===== src/rtl/bps_pkg.sv =====
`timescale 1ns / 1ps
`default_nettype none

package bps_pkg;

  localparam int unsigned DefMaxBackends = 16;
  localparam int unsigned WEIGHT_BITS    = 8;

  localparam logic [31:0] LFSR_SEED = 32'hACE1_ACE1;
  localparam logic [31:0] LFSR_TAPS = 32'h8020_0003;

  localparam logic [2:0] REG_MODE_ADDR = 3'd0;

  localparam logic [2:0] CMD_SELECT    = 3'd0;
  localparam logic [2:0] CMD_ADD       = 3'd1;
  localparam logic [2:0] CMD_REMOVE    = 3'd2;
  localparam logic [2:0] CMD_STARTED   = 3'd3;
  localparam logic [2:0] CMD_COMPLETED = 3'd4;
  localparam logic [2:0] CMD_HEALTH    = 3'd5;

  localparam logic [2:0] MODE_RR     = 3'd0;
  localparam logic [2:0] MODE_LEAST  = 3'd1;
  localparam logic [2:0] MODE_WRR    = 3'd2;
  localparam logic [2:0] MODE_HASH   = 3'd3;
  localparam logic [2:0] MODE_RANDOM = 3'd4;

  localparam logic [1:0] ST_OK        = 2'd0;
  localparam logic [1:0] ST_NONE      = 2'd1;
  localparam logic [1:0] ST_FULL      = 2'd2;
  localparam logic [1:0] ST_BAD_INDEX = 2'd3;

  typedef struct packed {
    logic [2:0]  command;
    logic [31:0] client_hash;
    logic [31:0] backend_addr;
    logic [15:0] backend_port;
    logic [7:0]  backend_weight;
    logic [3:0]  entry_index;
    logic        request_ok;
    logic        health_value;
  } in_item_t;

  typedef struct packed {
    logic [1:0]  status;
    logic [3:0]  chosen_index;
    logic [31:0] chosen_addr;
    logic [15:0] chosen_port;
    logic [15:0] active_now;
    logic [31:0] requests_total;
    logic [31:0] requests_failed;
    logic [4:0]  healthy_entries;
    logic [4:0]  entry_count;
  } out_item_t;

  typedef struct packed {
    logic [31:0]            addr;
    logic [15:0]            port;
    logic [WEIGHT_BITS-1:0] weight;
    logic                   healthy;
    logic [15:0]            active;
    logic [31:0]            total;
    logic [31:0]            failed;
  } entry_t;

  function automatic logic [31:0] lfsr_step(logic [31:0] s);
    lfsr_step = s[0] ? ((s >> 1) ^ LFSR_TAPS) : (s >> 1);
  endfunction

  // Counts are filled in when the result is handed to the output register.
  function automatic out_item_t make_result(logic [1:0] st, logic [3:0] idx, entry_t e);
    out_item_t r;
    r                 = '0;
    r.status          = st;
    r.chosen_index    = idx;
    r.chosen_addr     = e.addr;
    r.chosen_port     = e.port;
    r.active_now      = e.active;
    r.requests_total  = e.total;
    r.requests_failed = e.failed;
    make_result       = r;
  endfunction

endpackage

`default_nettype wire


===== src/rtl/bps_divider.sv =====
`timescale 1ns / 1ps
`default_nettype none

module bps_divider
  import bps_pkg::*;
(
  input  wire logic        clk_i,
  input  wire logic        rst_ni,
  input  wire logic        start_i,
  input  wire logic [31:0] dividend_i,
  input  wire logic [31:0] divisor_i,
  output logic             busy_o,
  output logic             done_o,
  output logic [31:0]      rem_o
);

  logic        busy_q, busy_d;
  logic        done_q, done_d;
  logic [4:0]  cnt_q, cnt_d;
  logic [31:0] dvd_q, dvd_d;
  logic [31:0] dvs_q, dvs_d;
  logic [31:0] rem_q, rem_d;
  logic [32:0] trial;

  // One restoring step per cycle, most significant dividend bit first.
  assign trial = {rem_q, dvd_q[31]};

  always_comb begin
    busy_d = busy_q;
    done_d = 1'b0;
    cnt_d  = cnt_q;
    dvd_d  = dvd_q;
    dvs_d  = dvs_q;
    rem_d  = rem_q;
    if (start_i) begin
      busy_d = 1'b1;
      cnt_d  = '0;
      dvd_d  = dividend_i;
      dvs_d  = divisor_i;
      rem_d  = '0;
    end else if (busy_q) begin
      dvd_d = {dvd_q[30:0], 1'b0};
      if (trial >= {1'b0, dvs_q}) begin
        rem_d = 32'(trial - {1'b0, dvs_q});
      end else begin
        rem_d = trial[31:0];
      end
      cnt_d = cnt_q + 5'd1;
      if (cnt_q == 5'd31) begin
        busy_d = 1'b0;
        done_d = 1'b1;
      end
    end
  end

  always_ff @(posedge clk_i or negedge rst_ni) begin
    if (!rst_ni) begin
      busy_q <= 1'b0;
      done_q <= 1'b0;
      cnt_q  <= '0;
    end else begin
      busy_q <= busy_d;
      done_q <= done_d;
      cnt_q  <= cnt_d;
    end
  end

  always_ff @(posedge clk_i) begin
    dvd_q <= dvd_d;
    dvs_q <= dvs_d;
    rem_q <= rem_d;
  end

  assign busy_o = busy_q;
  assign done_o = done_q;
  assign rem_o  = rem_q;

endmodule

`default_nettype wire


===== src/rtl/bps_table.sv =====
`timescale 1ns / 1ps
`default_nettype none

module bps_table
  import bps_pkg::*;
#(
  parameter int unsigned MaxBackends = DefMaxBackends,
  localparam int unsigned IdxW       = (MaxBackends > 1) ? $clog2(MaxBackends) : 1
) (
  input  wire logic            clk_i,
  input  wire logic            wr_en_i,
  input  wire logic [IdxW-1:0] wr_idx_i,
  input  wire entry_t          wr_entry_i,
  input  wire logic [IdxW-1:0] rd_idx_i,
  output entry_t               rd_entry_o
);

  entry_t slots_q [MaxBackends];

  always_ff @(posedge clk_i) begin
    if (wr_en_i) begin
      slots_q[wr_idx_i] <= wr_entry_i;
    end
  end

  assign rd_entry_o = slots_q[rd_idx_i];

endmodule

`default_nettype wire


===== src/rtl/backend_pool_selector_unit.sv =====
// Backend pool selector: keeps a compacted table of backends and answers
// one command per input beat (select, add, remove, request started, request
// completed, set health) with exactly one result beat.
// Input and output channels use valid/ready; a beat moves when both are high.
// The selection mode is written over the APB port at byte address 0; write
// it only while no command is in flight.
// Add, started, completed, set health and bad commands end in the execute
// state. Remove scans entries for a match, then shifts each later entry down.
// Select scans the whole table for least connections; round robin, hash and
// random use the shared remainder unit and then walk the table; weighted
// round robin sums the weights first, then uses the remainder unit and scans.
// One command is worked on at a time, and the remainder unit and the single
// table read port set the pace.
// The finished result sits in an output register, so the next command is
// taken while it waits; a stalled receiver holds the block only once a
// second result is ready.
// Reset empties the table, clears the rotation counter, mode and output
// valid, and loads the LFSR seed. Table contents need no clearing.
`timescale 1ns / 1ps
`default_nettype none

module backend_pool_selector_unit
  import bps_pkg::*;
#(
  parameter int unsigned MaxBackends = DefMaxBackends
) (
  input  wire logic      clk_i,
  input  wire logic      rst_ni,
  input  wire logic      in_valid_i,
  output logic           in_ready_o,
  input  wire in_item_t  in_data_i,
  output logic           out_valid_o,
  input  wire logic      out_ready_i,
  output out_item_t      out_data_o,
  input  wire logic      psel,
  input  wire logic      penable,
  input  wire logic      pwrite,
  input  wire logic [2:0] paddr,
  input  wire logic [31:0] pwdata,
  output logic [31:0]    prdata,
  output logic           pready
);

  localparam int unsigned IdxW = (MaxBackends > 1) ? $clog2(MaxBackends) : 1;
  localparam int unsigned CntW = $clog2(MaxBackends + 1);
  localparam int unsigned SumW = CntW + WEIGHT_BITS;

  typedef enum logic [10:0] {
    S_IDLE    = 11'b000_0000_0001,
    S_EXEC    = 11'b000_0000_0010,
    S_DIV     = 11'b000_0000_0100,
    S_RR      = 11'b000_0000_1000,
    S_LEAST   = 11'b000_0001_0000,
    S_WSUM    = 11'b000_0010_0000,
    S_WSCAN   = 11'b000_0100_0000,
    S_KTH     = 11'b000_1000_0000,
    S_RMSCAN  = 11'b001_0000_0000,
    S_RMSHIFT = 11'b010_0000_0000,
    S_DONE    = 11'b100_0000_0000
  } state_e;

  state_e           state_q, state_d;
  in_item_t         item_q, item_d;
  logic [2:0]       mode_q;
  logic [CntW-1:0]  cnt_q, cnt_d;
  logic [CntW-1:0]  hcnt_q, hcnt_d;
  logic [31:0]      rot_q, rot_d;
  logic [31:0]      lfsr_q, lfsr_d;
  logic [IdxW-1:0]  scan_q, scan_d;
  logic [CntW-1:0]  att_q, att_d;
  logic [SumW-1:0]  sum_q, sum_d;
  logic [31:0]      k_q, k_d;
  logic             found_q, found_d;
  logic [15:0]      best_q, best_d;
  out_item_t        res_q, res_d;
  logic             out_valid_q;
  out_item_t        out_q, out_d;
  logic             out_load;

  logic             div_start, div_busy, div_done;
  logic [31:0]      div_dvd, div_dvs, div_rem;

  logic             wr_en;
  logic [IdxW-1:0]  wr_idx, rd_idx;
  entry_t           wr_entry, rd_entry;

  logic [CntW-1:0]  scan_ext;
  logic             last;
  logic             cfg_write;

  assign scan_ext = CntW'(scan_q);
  assign last     = ((scan_ext + CntW'(1)) == cnt_q);

  bps_divider u_div (
    .clk_i      (clk_i),
    .rst_ni     (rst_ni),
    .start_i    (div_start),
    .dividend_i (div_dvd),
    .divisor_i  (div_dvs),
    .busy_o     (div_busy),
    .done_o     (div_done),
    .rem_o      (div_rem)
  );

  bps_table #(
    .MaxBackends (MaxBackends)
  ) u_table (
    .clk_i      (clk_i),
    .wr_en_i    (wr_en),
    .wr_idx_i   (wr_idx),
    .wr_entry_i (wr_entry),
    .rd_idx_i   (rd_idx),
    .rd_entry_o (rd_entry)
  );

  always_comb begin
    entry_t          upd;
    logic [SumW-1:0] cum;
    logic [CntW-1:0] att_n;
    state_d   = state_q;
    item_d    = item_q;
    cnt_d     = cnt_q;
    hcnt_d    = hcnt_q;
    rot_d     = rot_q;
    lfsr_d    = lfsr_q;
    scan_d    = scan_q;
    att_d     = att_q;
    sum_d     = sum_q;
    k_d       = k_q;
    found_d   = found_q;
    best_d    = best_q;
    res_d     = res_q;
    out_load  = 1'b0;
    div_start = 1'b0;
    div_dvd   = rot_q;
    div_dvs   = 32'(cnt_q);
    wr_en     = 1'b0;
    wr_idx    = scan_q;
    wr_entry  = rd_entry;
    rd_idx    = scan_q;
    upd       = rd_entry;
    cum       = sum_q + (rd_entry.healthy ? SumW'(rd_entry.weight) : SumW'(0));
    att_n     = att_q + CntW'(1);

    case (state_q)
      S_IDLE: begin
        if (in_valid_i) begin
          item_d  = in_data_i;
          state_d = S_EXEC;
        end
      end

      S_EXEC: begin
        scan_d  = '0;
        att_d   = '0;
        sum_d   = '0;
        found_d = 1'b0;
        res_d   = make_result(ST_NONE, '0, '0);
        state_d = S_DONE;
        case (item_q.command)
          CMD_SELECT: begin
            if (cnt_q != '0) begin
              case (mode_q)
                MODE_RR: begin
                  div_start = 1'b1;
                  state_d   = S_DIV;
                end
                MODE_LEAST: state_d = S_LEAST;
                MODE_WRR:   state_d = S_WSUM;
                MODE_HASH: begin
                  if (hcnt_q != '0) begin
                    div_start = 1'b1;
                    div_dvd   = item_q.client_hash;
                    div_dvs   = 32'(hcnt_q);
                    state_d   = S_DIV;
                  end
                end
                MODE_RANDOM: begin
                  if (hcnt_q != '0) begin
                    lfsr_d    = lfsr_step(lfsr_q);
                    div_start = 1'b1;
                    div_dvd   = lfsr_step(lfsr_q);
                    div_dvs   = 32'(hcnt_q);
                    state_d   = S_DIV;
                  end
                end
                default: ;
              endcase
            end
          end
          CMD_ADD: begin
            if (cnt_q == CntW'(MaxBackends)) begin
              res_d = make_result(ST_FULL, '0, '0);
            end else begin
              upd.addr    = item_q.backend_addr;
              upd.port    = item_q.backend_port;
              upd.weight  = WEIGHT_BITS'(item_q.backend_weight);
              upd.healthy = 1'b1;
              upd.active  = '0;
              upd.total   = '0;
              upd.failed  = '0;
              wr_en       = 1'b1;
              wr_idx      = IdxW'(cnt_q);
              wr_entry    = upd;
              res_d       = make_result(ST_OK, 4'(cnt_q), upd);
              cnt_d       = cnt_q + CntW'(1);
              hcnt_d      = hcnt_q + CntW'(1);
            end
          end
          CMD_REMOVE: begin
            if (cnt_q != '0) begin
              state_d = S_RMSCAN;
            end
          end
          CMD_STARTED, CMD_COMPLETED, CMD_HEALTH: begin
            rd_idx = IdxW'(item_q.entry_index);
            if (32'(item_q.entry_index) >= 32'(cnt_q)) begin
              res_d = make_result(ST_BAD_INDEX, '0, '0);
            end else begin
              if (item_q.command == CMD_STARTED) begin
                if (rd_entry.active != 16'hFFFF) upd.active = rd_entry.active + 16'd1;
                if (rd_entry.total != 32'hFFFF_FFFF) upd.total = rd_entry.total + 32'd1;
              end else if (item_q.command == CMD_COMPLETED) begin
                if (rd_entry.active != '0) upd.active = rd_entry.active - 16'd1;
                if (!item_q.request_ok && rd_entry.failed != 32'hFFFF_FFFF) begin
                  upd.failed = rd_entry.failed + 32'd1;
                end
              end else begin
                upd.healthy = item_q.health_value;
                hcnt_d = hcnt_q + CntW'(item_q.health_value) - CntW'(rd_entry.healthy);
              end
              wr_en    = 1'b1;
              wr_idx   = IdxW'(item_q.entry_index);
              wr_entry = upd;
              res_d    = make_result(ST_OK, item_q.entry_index, upd);
            end
          end
          default: ;
        endcase
      end

      S_DIV: begin
        if (div_done) begin
          k_d    = div_rem;
          scan_d = '0;
          sum_d  = '0;
          case (mode_q)
            MODE_RR: begin
              scan_d  = IdxW'(div_rem);
              state_d = S_RR;
            end
            MODE_WRR: state_d = S_WSCAN;
            default:  state_d = S_KTH;
          endcase
        end
      end

      S_RR: begin
        // Each probe is one attempt of the rotation counter.
        att_d  = att_n;
        scan_d = last ? '0 : scan_q + IdxW'(1);
        if (rd_entry.healthy) begin
          rot_d   = rot_q + 32'(att_n);
          res_d   = make_result(ST_OK, 4'(scan_q), rd_entry);
          state_d = S_DONE;
        end else if (att_n == cnt_q) begin
          rot_d   = rot_q + 32'(cnt_q);
          res_d   = make_result(ST_NONE, '0, '0);
          state_d = S_DONE;
        end
      end

      S_LEAST: begin
        if (rd_entry.healthy && (!found_q || rd_entry.active < best_q)) begin
          found_d = 1'b1;
          best_d  = rd_entry.active;
          res_d   = make_result(ST_OK, 4'(scan_q), rd_entry);
        end
        scan_d = scan_q + IdxW'(1);
        if (last) begin
          if (!found_d) res_d = make_result(ST_NONE, '0, '0);
          state_d = S_DONE;
        end
      end

      S_WSUM: begin
        sum_d  = cum;
        scan_d = scan_q + IdxW'(1);
        if (last) begin
          if (cum == '0) begin
            res_d   = make_result(ST_NONE, '0, '0);
            state_d = S_DONE;
          end else begin
            div_start = 1'b1;
            div_dvs   = 32'(cum);
            rot_d     = rot_q + 32'd1;
            state_d   = S_DIV;
          end
        end
      end

      S_WSCAN: begin
        sum_d  = cum;
        scan_d = scan_q + IdxW'(1);
        if (rd_entry.healthy && (k_q < 32'(cum))) begin
          res_d   = make_result(ST_OK, 4'(scan_q), rd_entry);
          state_d = S_DONE;
        end else if (last) begin
          res_d   = make_result(ST_NONE, '0, '0);
          state_d = S_DONE;
        end
      end

      S_KTH: begin
        scan_d = scan_q + IdxW'(1);
        if (rd_entry.healthy && (k_q == '0)) begin
          res_d   = make_result(ST_OK, 4'(scan_q), rd_entry);
          state_d = S_DONE;
        end else begin
          if (rd_entry.healthy) k_d = k_q - 32'd1;
          if (last) begin
            res_d   = make_result(ST_NONE, '0, '0);
            state_d = S_DONE;
          end
        end
      end

      S_RMSCAN: begin
        if (rd_entry.addr == item_q.backend_addr && rd_entry.port == item_q.backend_port) begin
          res_d = make_result(ST_OK, 4'(scan_q), rd_entry);
          if (rd_entry.healthy) hcnt_d = hcnt_q - CntW'(1);
          if (last) begin
            cnt_d   = cnt_q - CntW'(1);
            state_d = S_DONE;
          end else begin
            state_d = S_RMSHIFT;
          end
        end else begin
          scan_d = scan_q + IdxW'(1);
          if (last) begin
            res_d   = make_result(ST_NONE, '0, '0);
            state_d = S_DONE;
          end
        end
      end

      S_RMSHIFT: begin
        // Move the next entry down into the hole, one entry per cycle.
        rd_idx = scan_q + IdxW'(1);
        wr_en  = 1'b1;
        wr_idx = scan_q;
        scan_d = scan_q + IdxW'(1);
        if ((scan_ext + CntW'(2)) == cnt_q) begin
          cnt_d   = cnt_q - CntW'(1);
          state_d = S_DONE;
        end
      end

      S_DONE: begin
        if (!out_valid_q || out_ready_i) begin
          out_load = 1'b1;
          state_d  = S_IDLE;
        end
      end

      default: state_d = S_IDLE;
    endcase
  end

  always_comb begin
    out_d                 = res_q;
    out_d.healthy_entries = 5'(hcnt_q);
    out_d.entry_count     = 5'(cnt_q);
  end

  assign cfg_write = psel && penable && pwrite && (paddr == REG_MODE_ADDR);

  always_ff @(posedge clk_i or negedge rst_ni) begin
    if (!rst_ni) begin
      state_q     <= S_IDLE;
      cnt_q       <= '0;
      hcnt_q      <= '0;
      rot_q       <= '0;
      lfsr_q      <= LFSR_SEED;
      mode_q      <= MODE_RR;
      out_valid_q <= 1'b0;
    end else begin
      state_q <= state_d;
      cnt_q   <= cnt_d;
      hcnt_q  <= hcnt_d;
      rot_q   <= rot_d;
      lfsr_q  <= lfsr_d;
      if (cfg_write) mode_q <= pwdata[2:0];
      if (out_load) begin
        out_valid_q <= 1'b1;
      end else if (out_ready_i) begin
        out_valid_q <= 1'b0;
      end
    end
  end

  always_ff @(posedge clk_i) begin
    item_q  <= item_d;
    scan_q  <= scan_d;
    att_q   <= att_d;
    sum_q   <= sum_d;
    k_q     <= k_d;
    found_q <= found_d;
    best_q  <= best_d;
    res_q   <= res_d;
    if (out_load) begin
      out_q <= out_d;
    end
  end

  assign in_ready_o  = (state_q == S_IDLE);
  assign out_valid_o = out_valid_q;
  assign out_data_o  = out_q;
  assign pready      = 1'b1;
  assign prdata      = (paddr == REG_MODE_ADDR) ? 32'(mode_q) : '0;

`ifndef SYNTHESIS
  a_state_onehot : assert property (@(posedge clk_i) disable iff (!rst_ni)
    $onehot(state_q)) else $error("state register is not one-hot");

  a_count_range : assert property (@(posedge clk_i) disable iff (!rst_ni)
    32'(cnt_q) <= MaxBackends) else $error("entry count beyond table size");

  a_healthy_le_count : assert property (@(posedge clk_i) disable iff (!rst_ni)
    hcnt_q <= cnt_q) else $error("more healthy entries than entries");

  a_div_running : assert property (@(posedge clk_i) disable iff (!rst_ni)
    (state_q == S_DIV) |-> (div_busy || div_done))
    else $error("waiting on an idle remainder unit");

  a_load_from_done : assert property (@(posedge clk_i) disable iff (!rst_ni)
    $rose(out_valid_q) |-> $past(state_q == S_DONE))
    else $error("result beat raised outside the done state");
`endif

endmodule

`default_nettype wire

===== config.mk =====
export PLATFORM = sky130hd
export DESIGN_NAME = backend_pool_selector_unit
export DESIGN_NICKNAME = d
export VERILOG_FILES = /design/src/rtl/bps_pkg.sv /design/src/rtl/bps_divider.sv /design/src/rtl/bps_table.sv /design/src/rtl/backend_pool_selector_unit.sv
export SDC_FILE = /design/constraint.sdc
export NUM_CORES = 2
export LEC_CHECK = 0
export BUFFER_PORTS_ARGS = -buffer_cell sky130_fd_sc_hd__buf_4
export CAP_MARGIN = 30
export CORE_MARGIN = 2
export CORE_UTILIZATION = 45
export CTS_CLUSTER_SIZE = 25
export DETAILED_ROUTE_END_ITERATION = 8
export SLEW_MARGIN = 20
export SYNTH_ARGS = -nofsm -noshare
export SYNTH_HDL_FRONTEND = slang
export SYNTH_SLANG_ARGS = --single-unit

===== constraint.sdc =====
create_clock -name clk_i -period 12.6 [get_ports clk_i]
set_input_delay 1.26 -clock clk_i [delete_from_list [all_inputs] [get_ports clk_i]]
set_output_delay 1.26 -clock clk_i [all_outputs]
set_load 0.02 [all_outputs]

# Yosys cells after proc, flatten, opt, wreduce, memory -nomap -nowiden
# Memories as Yosys holds them, arrays and structs flattened.
# Cells that the tools add are included.
# classes
add_sub_neg	21
n_lt_le_gt_ge	4
n_eq_ne	51
mux	134
bitwise	1
reduce_logical	47
# op_table
operator	count
$mux W144	13
$pmux W144 S7	1
$mux W32	21
$pmux W144 S2	1
$mux W137	2
$pmux W137 S2	1
$pmux W32 S2	3
$mux W11	16
$pmux W11 S11	1
$add A32 B1 Y32 const B	3
$mux W5	17
$mux W81	1
$add A32 B5 Y32	2
$mux W16	4
$ne A32 B32 Y1 const B	2
$pmux W11 S4	1
$mux W13	3
$pmux W13 S3	1
$ge A33 B32 Y1	1
$eq A32 B32 Y1	1
$logic_not A32 Y1	1
$lt A32 B13 Y1	1
$mux W4	8
$sub A32 B1 Y32 const B	1
66 further kinds	152
# word_totals
regBits	648
ram_bits	2192
inputBits	139
out_inout_bits	179
mem_count	1
# memory_table
memory	depth	word_bits	rd	rd_clocked_by_memory_dff	write_ports	line_no	text
u_table.slots_q	16	137	1	0	1	bps_table.sv:18	entry_t slots_q [MaxBackends];

# Longest topological paths before layout
# An unclocked memory read counts as a cell.
# logic_depth
word_depth	13
depth_mapped	49
mapped_depth_nobuf	31

# Hierarchy
# From an unflattened synthesis, not the netlist that was laid out.
# hier_totals
cells_unflattened	7067
hier_area_um2	119076.7
# modules_own_cells
mod	n_inst	cells_per_inst	area_per_inst_um2	seq_area_each_um2
bps_table	1	3462	82402.8	65823.1
backend_pool_selector_unit	1	3055	30818.3	15641.3
bps_divider	1	550	5855.6	2737.6

# Worst setup path before layout
# OpenSTA, ideal clock, no wires.
# synth_timing
path_kind	flip-flop to flip-flop
startpoint	register state_q[5]
endpoint	register res_q, in the netlist out_d[100], enable pin
setup_ns	0.510
arrival_ns	9.882
required_time_ns	12.090
setup_slack_ns	2.208
path_stages_with_launch	33
n_path_buf	12
cell_sequence	dfrtp_1 -> or4_4 -> nor4_2 -> a32oi_1 -> nand2_2 -> buf_4 -> buf_6 -> buf_6 -> buf_6 -> buf_6 -> buf_6 -> buf_6 -> buf_4 -> clkbuf_1 -> clkbuf_1 -> clkbuf_1 -> clkbuf_1 -> a311oi_1 -> o31ai_1 -> nor2_1 -> ha_1 -> fa_1 -> a21o_1 -> a21oi_1 -> o21bai_1 -> a31o_2 -> a21oi_1 -> xor2_1 -> and4b_1 -> and3_1 -> nand3_1 -> o21ai_0 -> and3_1
# synth_between
elab_chain_len	8
word_cells_on_any_way	18
cone_classes	add/sub (1); eq/ne (11); mux (2); reduce/logical (3); memory (1)
# synth_lines
item	line_no	text
start, declared	backend_pool_selector_unit.sv:62	state_e state_q, state_d;
start signal, assigned	backend_pool_selector_unit.sv:388	state_q <= state_d;
$eq A11 B10 Y1 / $eq A11 B2 Y1 (equally long branches)	backend_pool_selector_unit.sv:145	case (state_q)
$pmux W4 S2	backend_pool_selector_unit.sv:145	
$mem_v2 Z16 W137	--	
$mux W8	backend_pool_selector_unit.sv:142	cum = sum_q + (rd_entry.healthy ? SumW'(rd_entry.weight) : SumW'(0));
$add A13 B8 Y13	backend_pool_selector_unit.sv:142	
$logic_not A13 Y1	backend_pool_selector_unit.sv:290	if (cum == '0) begin
$ne A2 B2 Y1 (no line)	--	
$reduce_and A4 Y1 (no line) (*)	--	
end signal, assigned	backend_pool_selector_unit.sv:410	res_q <= res_d;
end, declared	backend_pool_selector_unit.sv:75	out_item_t res_q, res_d;
# Every way passes the cells marked *; elsewhere a longest branch is shown, timed or not.
# A chain may end at the register's enable or synchronous reset.

==> flow_summary.ini <==
[sta]
slew-limit-headroom = 0.283
timing.hold.ws_ns = 0.408
hold_viol = 0
setup_viol = 0
period_share = 0.837
period_needed_ns = 10.55
worst_pin_slew_ns = 1.08
fin_skew_ns = 0.0761
final.setup.tns_ns = 0
setup_ws_ns = 2.05
max_freq_mhz = 94.8
maxSlewViolCount = 0
grt_setup_unrepaired = false

[detailed_routing]
drc = 0
drt_iter0_markers = 10700
num_vias = 83600
ant_nets = 0
post_drt_wl_per_cell_um = 28.0
post_drt_via_cell_ratio = 6.18
drt-total-wl_mm = 379
dr.pass1.iters = 9

[floorplan]
io_pins = 318
start_util = 0.453
die_x_um = 524
core_area_mm2 = 0.268
die_h_um = 524
num_rows = 190
die_area_mm2 = 0.275

[clocking]
clk_pin_slew_ns = 0.06
clock_path_buffers = 4
cts_resized = 0
cts_root_buf = clkbuf_16
clock_latency_ns = 0.91
tritoncts = done
hold_buffers = 0
numClockSinks = 2811
cts_setup_buffers = 0
h-tree-depth = 5
tritoncts.num_buffers = 310

[pwr]
leakagePower_nw = 48.0
peakVddDrop_mv = 0.108
power.density_mw_per_mm2 = 198
power.total_w = 0.0273

[worst_setup_path]
cp_top_family = compound AO/OA/AOI/OAI gates
crit_required_ns = 13.22
path_buf_inv = 4
r2r-start = state_q[5]
worst_path_max_delay_cell = nor2_4
worst_ep_arrival_time_ns = 11.17
rrSetupSlack_ns = 2.05
r2r-end = out_d[18]
r2r_cells = 33
cp_max_fo = 53
path_class = flip-flop to flip-flop
slowest_delay_ns = 0.82
start_kind = flip-flop
end_kind = flip-flop

[synthesis]
yosysWarnings = 0
synth_ff_type = edfxtp_1
syn_inst = 9466
syn_area_mm2 = 0.122
yosysUniqueCellTypes = 107
ys_ff_latch = 2811
seq_area_frac_synth = 0.687
synth_edf_count = 2683
avgSynthCellArea_um2 = 12.9
synthArstFlopShare = 0.0342

[grt]
grt_pass1_vias = 79000
grt_pass1_wl_mm = 542
antenna_found_initial = 16
grt-ovfl-total = 0
grt.total_usage = 0.268
grt_max_degree = 132

[status]
status = finished clean

[run]
maxCapViolCount = 0

[hold_path]
hp-class = input pin to async pin

[place]
place_ws_ns = 2.27
io_buffers = 258
gp_congestion = 0.909
hpwl_mm = 211

[final_layout]
area_growth_pct = 13.1
seqCellArea_mm2 = 0.0836
multi_input_comb_area_mm2 = 0.0346
drive_above_1_share = 0.126
n_fill_cell = 22600
nNetsFinal = 9950
[flip-flops by register name, indices dropped and copies added, names as in the netlist, 97 cells and up]
register         count
u_table.slots_q   2192
item_q              97
out_data_o         144
out_d              134
[cell usage after synthesis, types with 125 or more instances]
library cell	number	area, µm²
a21oi_1	256	1280
nor2_1	447	1680
a31oi_1	168	1050
and3_1	244	1530
a211oi_1	198	1490
inv_1	152	571
clkbuf_1	275	1030
edfxtp_1	2683	80600
buf_2	147	736
nand3_1	567	2840
nand2_1	1819	6830
a22oi_1	125	938
mux2i_1	208	2080
o21ai_0	289	1450
[cells by family after synthesis]
group                      count (synthesis)  synth area share
adders and majority gates                 88           0.00932
xor gates and xnor gates                 167            0.0120
DFF                                     2811             0.687
and+or+nand+nor                         3571             0.133
buffers and inverters                    791            0.0336
AOI/OAI and AO/OA                       1764             0.102
muxes                                    272            0.0231
other                                      2         0.0000617
[layer usage]
metal  wire, µm  vias up  track usage
li1           -    36200            -
met1     155000    42200        0.377
met2     174000     4367        0.419
met3      36200      723       0.0479
met4      13600        6       0.0928
met5         38        -            0
[power by group]
part           internal [W]  total (W)  switching (W)
Sequential           0.0117     0.0121       0.000333
Clock               0.00522    0.00894        0.00372
Combinational       0.00178    0.00626        0.00449
[final cells by class]
class                      instances  area share
sequential                      2811       0.608
multi-input combinational       5892       0.251
clock buffer                     379      0.0594
timing repair buffer             556      0.0327
tap                             3552      0.0323
clock inverter                   179      0.0125
inverter                         154     0.00420
antenna                            9    0.000164
[cells in the final DEF, fill, tap and decap left out, types with 32 or more instances in the layout]
master / instances
edfxtp_1: 2683
a211oi_1: 197
o31a_1: 45
dfxtp_1: 32
clkbuf_1: 60
nand3_1: 567
a311oi_1: 98
o211ai_1: 80
a211o_1: 36
xnor2_1: 95
a31oi_1: 167
dfrtp_1: 78
nor2_1: 421
nand2b_1: 47
xor2_1: 72
a21oi_1: 250
mux2_2: 63
nand2_1: 1816
nor3_1: 90
nand4_1: 80
clkinv_2: 55
buf_4: 500
nor4_1: 44
mux2i_1: 199
a21o_1: 62
a22oi_1: 125
inv_1: 152
clkinv_1: 64
ha_1: 81
clkbuf_16: 316
o21ai_0: 280
and3_1: 241
a32o_1: 34
a221oi_1: 57
a31o_2: 42
[stage by stage]
step / cell area [µm²] / cells / utilization
after floorplan: 122000 / 9494 / -
after global placement: 127000 / 12900 / 0.474
after detailed placement: 127000 / 12900 / 0.474
after CTS: 137000 / 13500 / 0.511
after global routing: 138000 / 13500 / 0.513
final: 138000 / 13500 / 0.513
[worst register-to-register path: cells and delay by family, from the launching register on]
family                   cells  cell delay, ns
AO/OA/AOI/OAI               14            3.68
XOR/XNOR                     1            0.33
flip-flops                   1            0.44
buffers and inverters        4            1.54
adder cells (fa/ha/maj)      4            1.24
AND/OR/NAND/NOR             10            3.03
[how the worst max path moves through the flow]
stage	from	end	slack, ns	cells after the start
2_1_floorplan	state_q[5]	out_d[100]	2.21	32
3_3_place_gp	state_q[5]	out_d[67]	2.21	32
3_5_place_dp	state_q[5]	out_d[97]	2.27	28
4_1_cts	state_q[5]	out_d[111]	2.19	28
5_1_grt	state_q[5]	out_d[59]	1.57	34
6_report	state_q[5]	out_d[18]	2.05	33
Power figures use the tool's default switching activity.
